**src/sv/apfm_pkg.sv**
```systemverilog
// package for the as path filter match block
// holds payload structs, token and phase types, register and mode codes
// no dependencies
package apfm_pkg;

  // configuration port
  localparam int unsigned ADDR_W = 3;
  localparam int unsigned DATA_W = 32;
  localparam logic REG_MODE   = 1'b0;
  localparam logic REG_TARGET = 1'b1;

  // match modes
  localparam logic [2:0] MODE_EMPTY   = 3'd0;
  localparam logic [2:0] MODE_PEER    = 3'd1;
  localparam logic [2:0] MODE_SOURCE  = 3'd2;
  localparam logic [2:0] MODE_TRANSIT = 3'd3;
  localparam logic [2:0] MODE_ANY     = 3'd4;
  localparam logic [2:0] MODE_RESET   = MODE_ANY;

  // token queue between front and back
  localparam int unsigned Q_DEPTH = 4;
  localparam int unsigned Q_PTR_W = $clog2(Q_DEPTH);
  localparam int unsigned Q_CNT_W = $clog2(Q_DEPTH + 1);

  // input beat
  typedef struct packed {
    logic [7:0] path_byte;
    logic       byte_present;
    logic       path_end;
  } item_t;

  // result beat
  typedef struct packed {
    logic matched;
    logic malformed;
  } result_t;

  // parser phase
  typedef enum logic [1:0] {
    PH_TYPE,
    PH_COUNT,
    PH_AS
  } phase_t;

  // byte class worked out by the front
  typedef enum logic [2:0] {
    CLS_NONE,
    CLS_TYPE,
    CLS_CNT_ZERO,
    CLS_CNT_SOME,
    CLS_AS_BYTE,
    CLS_AS_LAST
  } tok_cls_t;

  typedef struct packed {
    tok_cls_t   cls;
    logic [7:0] data;
    logic       last;
    logic       bad;
  } token_t;

endpackage

```
**src/sv/apfm_front.sv**
```systemverilog
// front end: accepts input beats and classifies each byte of the path
// tracks segment header and as byte position; depends on apfm_pkg
module apfm_front
  import apfm_pkg::*;
(
  input  logic   clk,
  input  logic   rst,
  input  logic   item_valid,
  output logic   item_stall,
  input  item_t  item,
  input  logic   q_full,
  output logic   push,
  output token_t push_tok
);

  phase_t     phase, phase_next, phase_step;
  logic [7:0] ases_left, ases_left_next;
  logic [1:0] byte_of_as, byte_of_as_next;
  logic       take, has_byte, byte_zero, as_done;

  assign item_stall = q_full;
  assign take       = item_valid && !q_full;
  assign has_byte   = take && item.byte_present;
  assign byte_zero  = (item.path_byte == 8'd0);
  assign as_done    = (byte_of_as == 2'd3);

  // phase after this byte
  always_comb begin
    phase_step = phase;
    if (has_byte) begin
      unique case (phase)
        PH_TYPE:  phase_step = PH_COUNT;
        PH_COUNT: phase_step = byte_zero ? PH_TYPE : PH_AS;
        PH_AS:    phase_step = (as_done && ases_left == 8'd1) ? PH_TYPE : PH_AS;
        default:  phase_step = PH_TYPE;
      endcase
    end
  end

  // next state: back to segment start at the end of a path
  always_comb begin
    phase_next = phase_step;
    if (take && item.path_end) begin
      phase_next = PH_TYPE;
    end
  end

  // outputs: token class and counters
  always_comb begin
    push_tok.cls    = CLS_NONE;
    push_tok.data   = item.path_byte;
    push_tok.last   = item.path_end;
    push_tok.bad    = (phase_step != PH_TYPE);
    ases_left_next  = ases_left;
    byte_of_as_next = byte_of_as;
    if (has_byte) begin
      unique case (phase)
        PH_TYPE: begin
          push_tok.cls = CLS_TYPE;
        end
        PH_COUNT: begin
          push_tok.cls    = byte_zero ? CLS_CNT_ZERO : CLS_CNT_SOME;
          ases_left_next  = item.path_byte;
          byte_of_as_next = 2'd0;
        end
        PH_AS: begin
          byte_of_as_next = byte_of_as + 2'd1;
          if (as_done) begin
            push_tok.cls   = CLS_AS_LAST;
            ases_left_next = ases_left - 8'd1;
          end else begin
            push_tok.cls = CLS_AS_BYTE;
          end
        end
        default: push_tok.cls = CLS_NONE;
      endcase
    end
    if (take && item.path_end) begin
      ases_left_next  = 8'd0;
      byte_of_as_next = 2'd0;
    end
  end

  // only beats with a byte or a path end go on
  assign push = take && (item.byte_present || item.path_end);

  // state registers
  always_ff @(posedge clk) begin
    if (rst) begin
      phase      <= PH_TYPE;
      ases_left  <= 8'd0;
      byte_of_as <= 2'd0;
    end else begin
      phase      <= phase_next;
      ases_left  <= ases_left_next;
      byte_of_as <= byte_of_as_next;
    end
  end

endmodule

```
**src/sv/apfm_queue.sv**
```systemverilog
// short token queue between front and back ends
// register file with read and write pointers; depends on apfm_pkg
module apfm_queue
  import apfm_pkg::*;
(
  input  logic   clk,
  input  logic   rst,
  input  logic   push,
  input  token_t push_tok,
  output logic   full,
  input  logic   pop,
  output logic   pop_valid,
  output token_t pop_tok
);

  token_t             store [Q_DEPTH];
  logic [Q_PTR_W-1:0] wr_ptr, rd_ptr;
  logic [Q_CNT_W-1:0] count;
  logic               do_push, do_pop;

  assign full      = (count == Q_CNT_W'(Q_DEPTH));
  assign pop_valid = (count != '0);
  assign pop_tok   = store[rd_ptr];
  assign do_push   = push && !full;
  assign do_pop    = pop && pop_valid;

  // entry storage
  always_ff @(posedge clk) begin
    if (do_push) begin
      store[wr_ptr] <= push_tok;
    end
  end

  // pointers and fill count
  always_ff @(posedge clk) begin
    if (rst) begin
      wr_ptr <= '0;
      rd_ptr <= '0;
      count  <= '0;
    end else begin
      if (do_push) begin
        wr_ptr <= wr_ptr + Q_PTR_W'(1);
      end
      if (do_pop) begin
        rd_ptr <= rd_ptr + Q_PTR_W'(1);
      end
      if (do_push && !do_pop) begin
        count <= count + Q_CNT_W'(1);
      end else if (do_pop && !do_push) begin
        count <= count - Q_CNT_W'(1);
      end
    end
  end

`ifndef SYNTHESIS
  a_count_bound: assert property (@(posedge clk) disable iff (rst)
    count <= Q_CNT_W'(Q_DEPTH))
    else $error("queue fill count above depth");

  a_pop_drains: assert property (@(posedge clk) disable iff (rst)
    (do_pop && !do_push) |=> (count == $past(count) - Q_CNT_W'(1)))
    else $error("queue count did not drop on pop");

  a_empty_ptrs: assert property (@(posedge clk) disable iff (rst)
    (count == '0) |-> (rd_ptr == wr_ptr))
    else $error("empty queue with pointers apart");
`endif

endmodule

```
**src/sv/apfm_back.sv**
```systemverilog
// back end: assembles as numbers, tracks hits and issues the result beat
// output register decouples the result stall; depends on apfm_pkg
module apfm_back
  import apfm_pkg::*;
(
  input  logic        clk,
  input  logic        rst,
  input  logic [2:0]  match_mode,
  input  logic [31:0] target_as,
  input  logic        tok_valid,
  input  token_t      tok,
  output logic        tok_pop,
  output logic        result_valid,
  input  logic        result_stall,
  output result_t     result
);

  logic [23:0] as_shift;
  logic        in_first, peer_hit, earlier_hit, pending_hit, open_has_as, saw_any;
  logic        in_first_next, peer_hit_next, earlier_hit_next, pending_hit_next;
  logic        open_has_as_next, saw_any_next, hit, m;

  assign tok_pop = tok_valid && !(result_valid && result_stall);
  assign hit     = ({as_shift, tok.data} == target_as);

  // hit tracking for this token
  always_comb begin
    in_first_next    = in_first;
    peer_hit_next    = peer_hit;
    earlier_hit_next = earlier_hit;
    pending_hit_next = pending_hit;
    open_has_as_next = open_has_as;
    saw_any_next     = saw_any || (tok.cls != CLS_NONE);
    case (tok.cls) inside
      CLS_CNT_ZERO, CLS_CNT_SOME: begin
        earlier_hit_next = earlier_hit || pending_hit;
        pending_hit_next = 1'b0;
        open_has_as_next = (tok.cls == CLS_CNT_SOME);
        if (tok.cls == CLS_CNT_ZERO) begin
          in_first_next = 1'b0;
        end
      end
      CLS_AS_LAST: begin
        if (in_first) begin
          peer_hit_next = hit;
          in_first_next = 1'b0;
        end
        earlier_hit_next = earlier_hit || pending_hit;
        pending_hit_next = hit;
      end
      default: ;
    endcase
  end

  // match decision at path end
  always_comb begin
    unique case (match_mode)
      MODE_EMPTY:   m = !saw_any_next;
      MODE_PEER:    m = peer_hit_next;
      MODE_SOURCE:  m = open_has_as_next && pending_hit_next;
      MODE_TRANSIT: m = earlier_hit_next;
      MODE_ANY:     m = earlier_hit_next || pending_hit_next;
      default:      m = 1'b0;
    endcase
  end

  // as byte shift line
  always_ff @(posedge clk) begin
    if (tok_pop && tok.cls == CLS_AS_BYTE) begin
      as_shift <= {as_shift[15:0], tok.data};
    end
  end

  // path state, cleared after each result
  always_ff @(posedge clk) begin
    if (rst) begin
      in_first    <= 1'b1;
      peer_hit    <= 1'b0;
      earlier_hit <= 1'b0;
      pending_hit <= 1'b0;
      open_has_as <= 1'b0;
      saw_any     <= 1'b0;
    end else if (tok_pop) begin
      if (tok.last) begin
        in_first    <= 1'b1;
        peer_hit    <= 1'b0;
        earlier_hit <= 1'b0;
        pending_hit <= 1'b0;
        open_has_as <= 1'b0;
        saw_any     <= 1'b0;
      end else begin
        in_first    <= in_first_next;
        peer_hit    <= peer_hit_next;
        earlier_hit <= earlier_hit_next;
        pending_hit <= pending_hit_next;
        open_has_as <= open_has_as_next;
        saw_any     <= saw_any_next;
      end
    end
  end

  // result register
  always_ff @(posedge clk) begin
    if (rst) begin
      result_valid <= 1'b0;
    end else if (tok_pop && tok.last) begin
      result_valid <= 1'b1;
    end else if (!result_stall) begin
      result_valid <= 1'b0;
    end
  end

  always_ff @(posedge clk) begin
    if (tok_pop && tok.last) begin
      result.matched   <= m && !tok.bad;
      result.malformed <= tok.bad;
    end
  end

endmodule

```
**src/sv/as_path_filter_match_top.sv**
```systemverilog
// Matches a BGP AS path, fed one byte per beat, against a configured AS
// number under a configured mode and gives one result beat per path. The
// block takes one input beat per cycle while the token queue has room. A
// path end passes through the token queue before its result is registered.
// A four-entry token queue between parser and match logic, plus the result
// register, lets input keep flowing for a few beats while the result side
// is stalled. Registers: match_mode at 0x0, target_as at 0x4.
module as_path_filter_match_top
  import apfm_pkg::*;
(
  input  logic              clk,
  input  logic              rst,
  // input channel
  input  logic              item_valid,
  output logic              item_stall,
  input  item_t             item,
  // result channel
  output logic              result_valid,
  input  logic              result_stall,
  output result_t           result,
  // configuration port
  input  logic              psel,
  input  logic              penable,
  input  logic              pwrite,
  input  logic [ADDR_W-1:0] paddr,
  input  logic [DATA_W-1:0] pwdata,
  output logic [DATA_W-1:0] prdata,
  output logic              pready
);

  logic [2:0]  match_mode;
  logic [31:0] target_as;
  logic        cfg_write, q_full, push, tok_valid, tok_pop;
  token_t      push_tok, tok;

  // configuration registers
  assign pready    = 1'b1;
  assign cfg_write = psel && penable && pwrite && pready;

  always_ff @(posedge clk) begin
    if (rst) begin
      match_mode <= MODE_RESET;
      target_as  <= 32'd0;
    end else if (cfg_write) begin
      unique case (paddr[2])
        REG_MODE:   match_mode <= pwdata[2:0];
        REG_TARGET: target_as  <= pwdata;
        default: ;
      endcase
    end
  end

  // register read back
  always_comb begin
    unique case (paddr[2])
      REG_MODE:   prdata = {29'd0, match_mode};
      REG_TARGET: prdata = target_as;
      default:    prdata = '0;
    endcase
  end

  apfm_front u_front (
    .clk        (clk),
    .rst        (rst),
    .item_valid (item_valid),
    .item_stall (item_stall),
    .item       (item),
    .q_full     (q_full),
    .push       (push),
    .push_tok   (push_tok)
  );

  apfm_queue u_queue (
    .clk       (clk),
    .rst       (rst),
    .push      (push),
    .push_tok  (push_tok),
    .full      (q_full),
    .pop       (tok_pop),
    .pop_valid (tok_valid),
    .pop_tok   (tok)
  );

  apfm_back u_back (
    .clk          (clk),
    .rst          (rst),
    .match_mode   (match_mode),
    .target_as    (target_as),
    .tok_valid    (tok_valid),
    .tok          (tok),
    .tok_pop      (tok_pop),
    .result_valid (result_valid),
    .result_stall (result_stall),
    .result       (result)
  );

`ifndef SYNTHESIS
  a_bad_no_match: assert property (@(posedge clk) disable iff (rst)
    result_valid |-> !(result.malformed && result.matched))
    else $error("malformed path reported as matched");

  a_cfg_mode: assert property (@(posedge clk) disable iff (rst)
    (cfg_write && paddr[2] == REG_MODE) |=> (match_mode == $past(pwdata[2:0])))
    else $error("mode register not written");

  a_stall_full: assert property (@(posedge clk) disable iff (rst)
    item_stall |-> q_full)
    else $error("input stalled with queue room");
`endif

endmodule

```
**config.mk**
```make
export PLATFORM = sky130hd
export DESIGN_NAME = as_path_filter_match_top
export DESIGN_NICKNAME = d
export VERILOG_FILES = /design/src/sv/apfm_pkg.sv /design/src/sv/apfm_front.sv /design/src/sv/apfm_queue.sv /design/src/sv/apfm_back.sv /design/src/sv/as_path_filter_match_top.sv
export SDC_FILE = /design/constraint.sdc
export NUM_CORES = 1
export LEC_CHECK = 0
export CAP_MARGIN = 10
export CORE_ASPECT_RATIO = 0.8
export CORE_MARGIN = 2
export CORE_UTILIZATION = 58
export DETAILED_ROUTE_END_ITERATION = 6
export DONT_BUFFER_PORTS = 1
export GPL_TIMING_DRIVEN = 0
export PLACE_DENSITY = 0.78
export SLEW_MARGIN = 20
export SYNTH_ARGS = -nofsm -noshare
export SYNTH_HDL_FRONTEND = slang
export SYNTH_SLANG_ARGS = --single-unit
```
**constraint.sdc**
```tcl
create_clock -name clk -period 10.66 [get_ports clk]
set_input_delay 0 -clock clk [delete_from_list [all_inputs] [get_ports clk]]
set_output_delay 0 -clock clk [all_outputs]
set_load 0.02 [all_outputs]
```
==> qor.yml <==
sta:
  maxSlewHeadroom_pct: 35.6
  setup_total_negative_slack_ps: 0
  period_minus_slack_ps: 2770
  clock_skew_ps: 10.0
  rsz0062_at_grt: "no"
  report.final.setup_viol: 0
  ratio_of_final_minimum_period_to_clock_period_pct: 26.0
  hold_viol: 0
  max_clock_freq_ghz: 0.361
  drv_slew: 0
  tightest_slew_ps: 964
worst_setup_path:
  cp_data_arrival_time_ps: 3110
  path_cells: "nor3b_1 > nor2b_1 > o21a_1 > ha_1 > inv_1 > fa_1 > xor2_1 > or3_1 > a21oi_1"
  criticalPathCategory: "reg2reg"
  cpMaxStageDelayCell: "sky130_fd_sc_hd__nor3b_1"
  timing.critical_path.required_ps: 11010
  worst-path-max-fanout: 7
  crit_path_start_kind: "flip-flop"
  timing.critical_path.slowest_cell_delay_ps: 800
  critical_path.endpoint_type: "flip-flop"
routing:
  firstDrtPassIters: 5
  route.antenna.remaining_nets: 0
  routed_wire_length_per_instance_um: 20.0
  overall_via_count_from_detail_route: 4667
  vias_per_cell: 6.01
  drt_first_iter_violations: 408
  route.final.wire_length_um: 15500
  drt_drc_violations_left: 0
global_routing:
  globalRouteOverflowTotal: 0
  gr_usage_total_pct: 27.9
  grt_max_degree: 17
  first_global_vias: 4716
  grt_pass1_wl_um: 24700
  number_of_antenna_violations_at_the_first_check_in_global_routing: 2
die:
  die_width_um: 120
  fp.coreArea_um2: 10400
  rows: 33
  fp.dieArea_um2: 11600
  chip_height_um: 96.7
  boundaryPins: 89
  start_util_pct: 60.2
run_status:
  run_status: "finished, final reports clean"
pwr:
  p_leak_uw: 0.00275
  design_power_total_uw: 1490
  power_dens_cells_nw_per_um2: 199
  ir_drop_mv: 0.176
logic_synthesis:
  postSynthRegisterBits: 141
  synth_enable_flop_cells: 78
  netlist_area_um2: 6230
  synthesis.area_per_instance_um2: 11.4
  yosys.cell_types.count: 55
  synth_seq_area_share_pct: 57.8
  synth_cells: 549
  yosys_warnings: 0
  synthArstFlopShare_pct: 0
  syn-num-nets: 616
  synth_top_flop_cell: "sky130_fd_sc_hd__edfxtp_1"
cts:
  clkSinkCount: 141
  clkSlewWorstSetupHoldPaths_ps: 60
  clk_root_buffer_cell: "sky130_fd_sc_hd__clkbuf_16"
  clk_latency_ps: 420
  ctsHtreeMaxLevel: 4
  tritoncts: "yes"
  tritoncts_buffers: 17
  cts_repair_resize_count: 0
  max-clock-path-buffers: 2
final_layout:
  synthToLayoutAreaGrowth_pct: 20.1
  final_core_util_pct: 72.2
  finalNetCount: 688
  drive_above_1_share_pct: 7.41
  final_cell_count_no_fill: 777
flow_run:
  max_cap_viol_count: 0
place:
  dpl.hpwl_um: 9950
  routabilityCongestion: 0.891
  port_buffers: 0
  place.detailed.instances: 692
worst_hold_path:
  class_of_the_worst_hold_path: "in2reg"
flip-flops by register name (all words and copies together), names as in the netlist, named ones only:
signal,count
u_front.byte_of_as,2
u_back.in_first,1
u_queue.store,52
u_back.pending_hit,1
u_back.saw_any,1
u_front.ases_left,8
match_mode,3
u_back.as_shift,24
u_back.open_has_as,1
u_queue.count,3
u_queue.rd_ptr,2
u_back.peer_hit,1
u_queue.wr_ptr,2
u_back.result_valid,1
u_front.phase,2
u_back.earlier_hit,1
u_back.result,2
target_as,32
Yosys cell counts (2+ instances only):
master / count / area (µm²)
sky130_fd_sc_hd__mux2i_1: 7 / 70.1
sky130_fd_sc_hd__a211o_1: 2 / 17.5
sky130_fd_sc_hd__edfxtp_1: 78 / 2340
sky130_fd_sc_hd__or4_1: 3 / 22.5
sky130_fd_sc_hd__or3_1: 3 / 18.8
sky130_fd_sc_hd__a211oi_1: 2 / 15.0
sky130_fd_sc_hd__nand2b_1: 6 / 37.5
sky130_fd_sc_hd__nor2_1: 31 / 116
sky130_fd_sc_hd__nand2_1: 86 / 323
sky130_fd_sc_hd__or2_2: 4 / 25.0
sky130_fd_sc_hd__nor2b_1: 4 / 25.0
sky130_fd_sc_hd__mux4_1: 11 / 289
sky130_fd_sc_hd__mux4_2: 2 / 45.0
sky130_fd_sc_hd__nor4_1: 6 / 37.5
sky130_fd_sc_hd__o21a_1: 2 / 15.0
sky130_fd_sc_hd__buf_1: 3 / 11.3
sky130_fd_sc_hd__nor3_1: 9 / 45.0
sky130_fd_sc_hd__a21o_1: 3 / 22.5
sky130_fd_sc_hd__xor2_1: 30 / 263
sky130_fd_sc_hd__a31oi_1: 4 / 25.0
sky130_fd_sc_hd__o41ai_1: 2 / 17.5
sky130_fd_sc_hd__xnor2_1: 7 / 61.3
sky130_fd_sc_hd__dfxtp_1: 63 / 1260
sky130_fd_sc_hd__o21ai_0: 13 / 65.1
sky130_fd_sc_hd__nand4_1: 3 / 18.8
sky130_fd_sc_hd__a21oi_1: 51 / 255
sky130_fd_sc_hd__o211ai_1: 2 / 15.0
sky130_fd_sc_hd__inv_1: 16 / 60.1
sky130_fd_sc_hd__clkbuf_1: 19 / 71.3
sky130_fd_sc_hd__ha_1: 14 / 175
sky130_fd_sc_hd__nand3_1: 4 / 20.0
sky130_fd_sc_hd__a2bb2oi_1: 2 / 17.5
sky130_fd_sc_hd__and2_1: 35 / 219
kinds of logic after synthesis:
| kind of cell | share of synthesized area (%) |
|---|---|
| simple gates | 16.0 |
| flops | 57.8 |
| compound gates | 8.31 |
| buf+inv | 2.81 |
| xor+xnor | 5.20 |
| mux | 6.66 |
| fa+ha+maj | 3.13 |
| other cells | 0.0601 |
power breakdown:
group	internal, µW	leakage, µW	switching [µW]	total [µW]
Combinational	117	0.00125	154	270
Clock	321	0.000269	229	549
Sequential	634	0.00123	37.9	672
Total	1070	0.00275	420	1490
stage by stage:
| step | hold slack, ps | area [µm²] | setup slack [ps] |
|---|---|---|---|
| floorplan | 98.9 | 6230 | 6530 |
| global placement | 99.2 | 6410 | 5400 |
| detailed placement | 99.2 | 6430 | 7860 |
| CTS | 5.16 | 7480 | 7840 |
| global route | 58.2 | 7480 | 7650 |
| finish | 33.4 | 7490 | 7890 |
layout by cell type (no fill, tap or decap), types with 18 or more instances in the layout:
cell type,count
sky130_fd_sc_hd__nand2_1,86
sky130_fd_sc_hd__nor2_1,31
sky130_fd_sc_hd__clkbuf_1,20
sky130_fd_sc_hd__edfxtp_1,78
sky130_fd_sc_hd__clkbuf_16,18
sky130_fd_sc_hd__a21oi_1,51
sky130_fd_sc_hd__dlygate4sd3_1,50
sky130_fd_sc_hd__xor2_1,30
sky130_fd_sc_hd__and2_1,35
sky130_fd_sc_hd__dfxtp_1,63
what timing repair did:
item / 4_1_cts / 5_1_grt
hold buffers: 50 / 0
endpoints found under the hold margin: 85 / 0
buffers inserted: 0 / 0
per-layer routing:
layer / vias up / share of wire (%) / global-route usage, %
li1: 2094 / - / -
met1: 2295 / 42 / 36.4
met2: 228 / 47 / 43.9
met3: 50 / 7.8 / 7.61
met4: 0 / 3.1 / 12.1
met5: - / 0 / 0
final timing paths:
check                                           from                                 end  slack (ps)  cells past startpoint
hold / removal                               item[0]      u_queue.wr_ptr[0]$_SDFFE_PP0P_          30                      3
setup / recovery       u_queue.count[2]$_SDFFE_PP0P_       u_queue.count[2]$_SDFFE_PP0P_        7890                      9
hold reg to reg   u_front.byte_of_as[1]$_SDFFE_PP0P_  u_front.byte_of_as[1]$_SDFFE_PP0P_         460                      2
setup reg to reg       u_queue.count[2]$_SDFFE_PP0P_       u_queue.count[2]$_SDFFE_PP0P_        7890                      9
area by class of cell:
class                           instances  area (µm²)
Tap cell                              140         175
Buffer                                 25         115
Multi-Input combinational cell        367        2460
Inverter                               16        60.1
Timing Repair Buffer                   53         515
Antenna cell                            3        7.51
Sequential cell                       141        3600
Fill cell                             673        2880
Clock inverter                         11        65.1
Clock buffer                           21         482
worst max-delay path: cells and delay by family (launching register included):
kind	cells	cell delay, ps
compound gates	2	420
xor+xnor	1	80
fa+ha+maj	2	430
buf+inv	1	80
flops	1	370
simple gates	3	1300
Note: power is estimated with default switching activity, not from simulation.
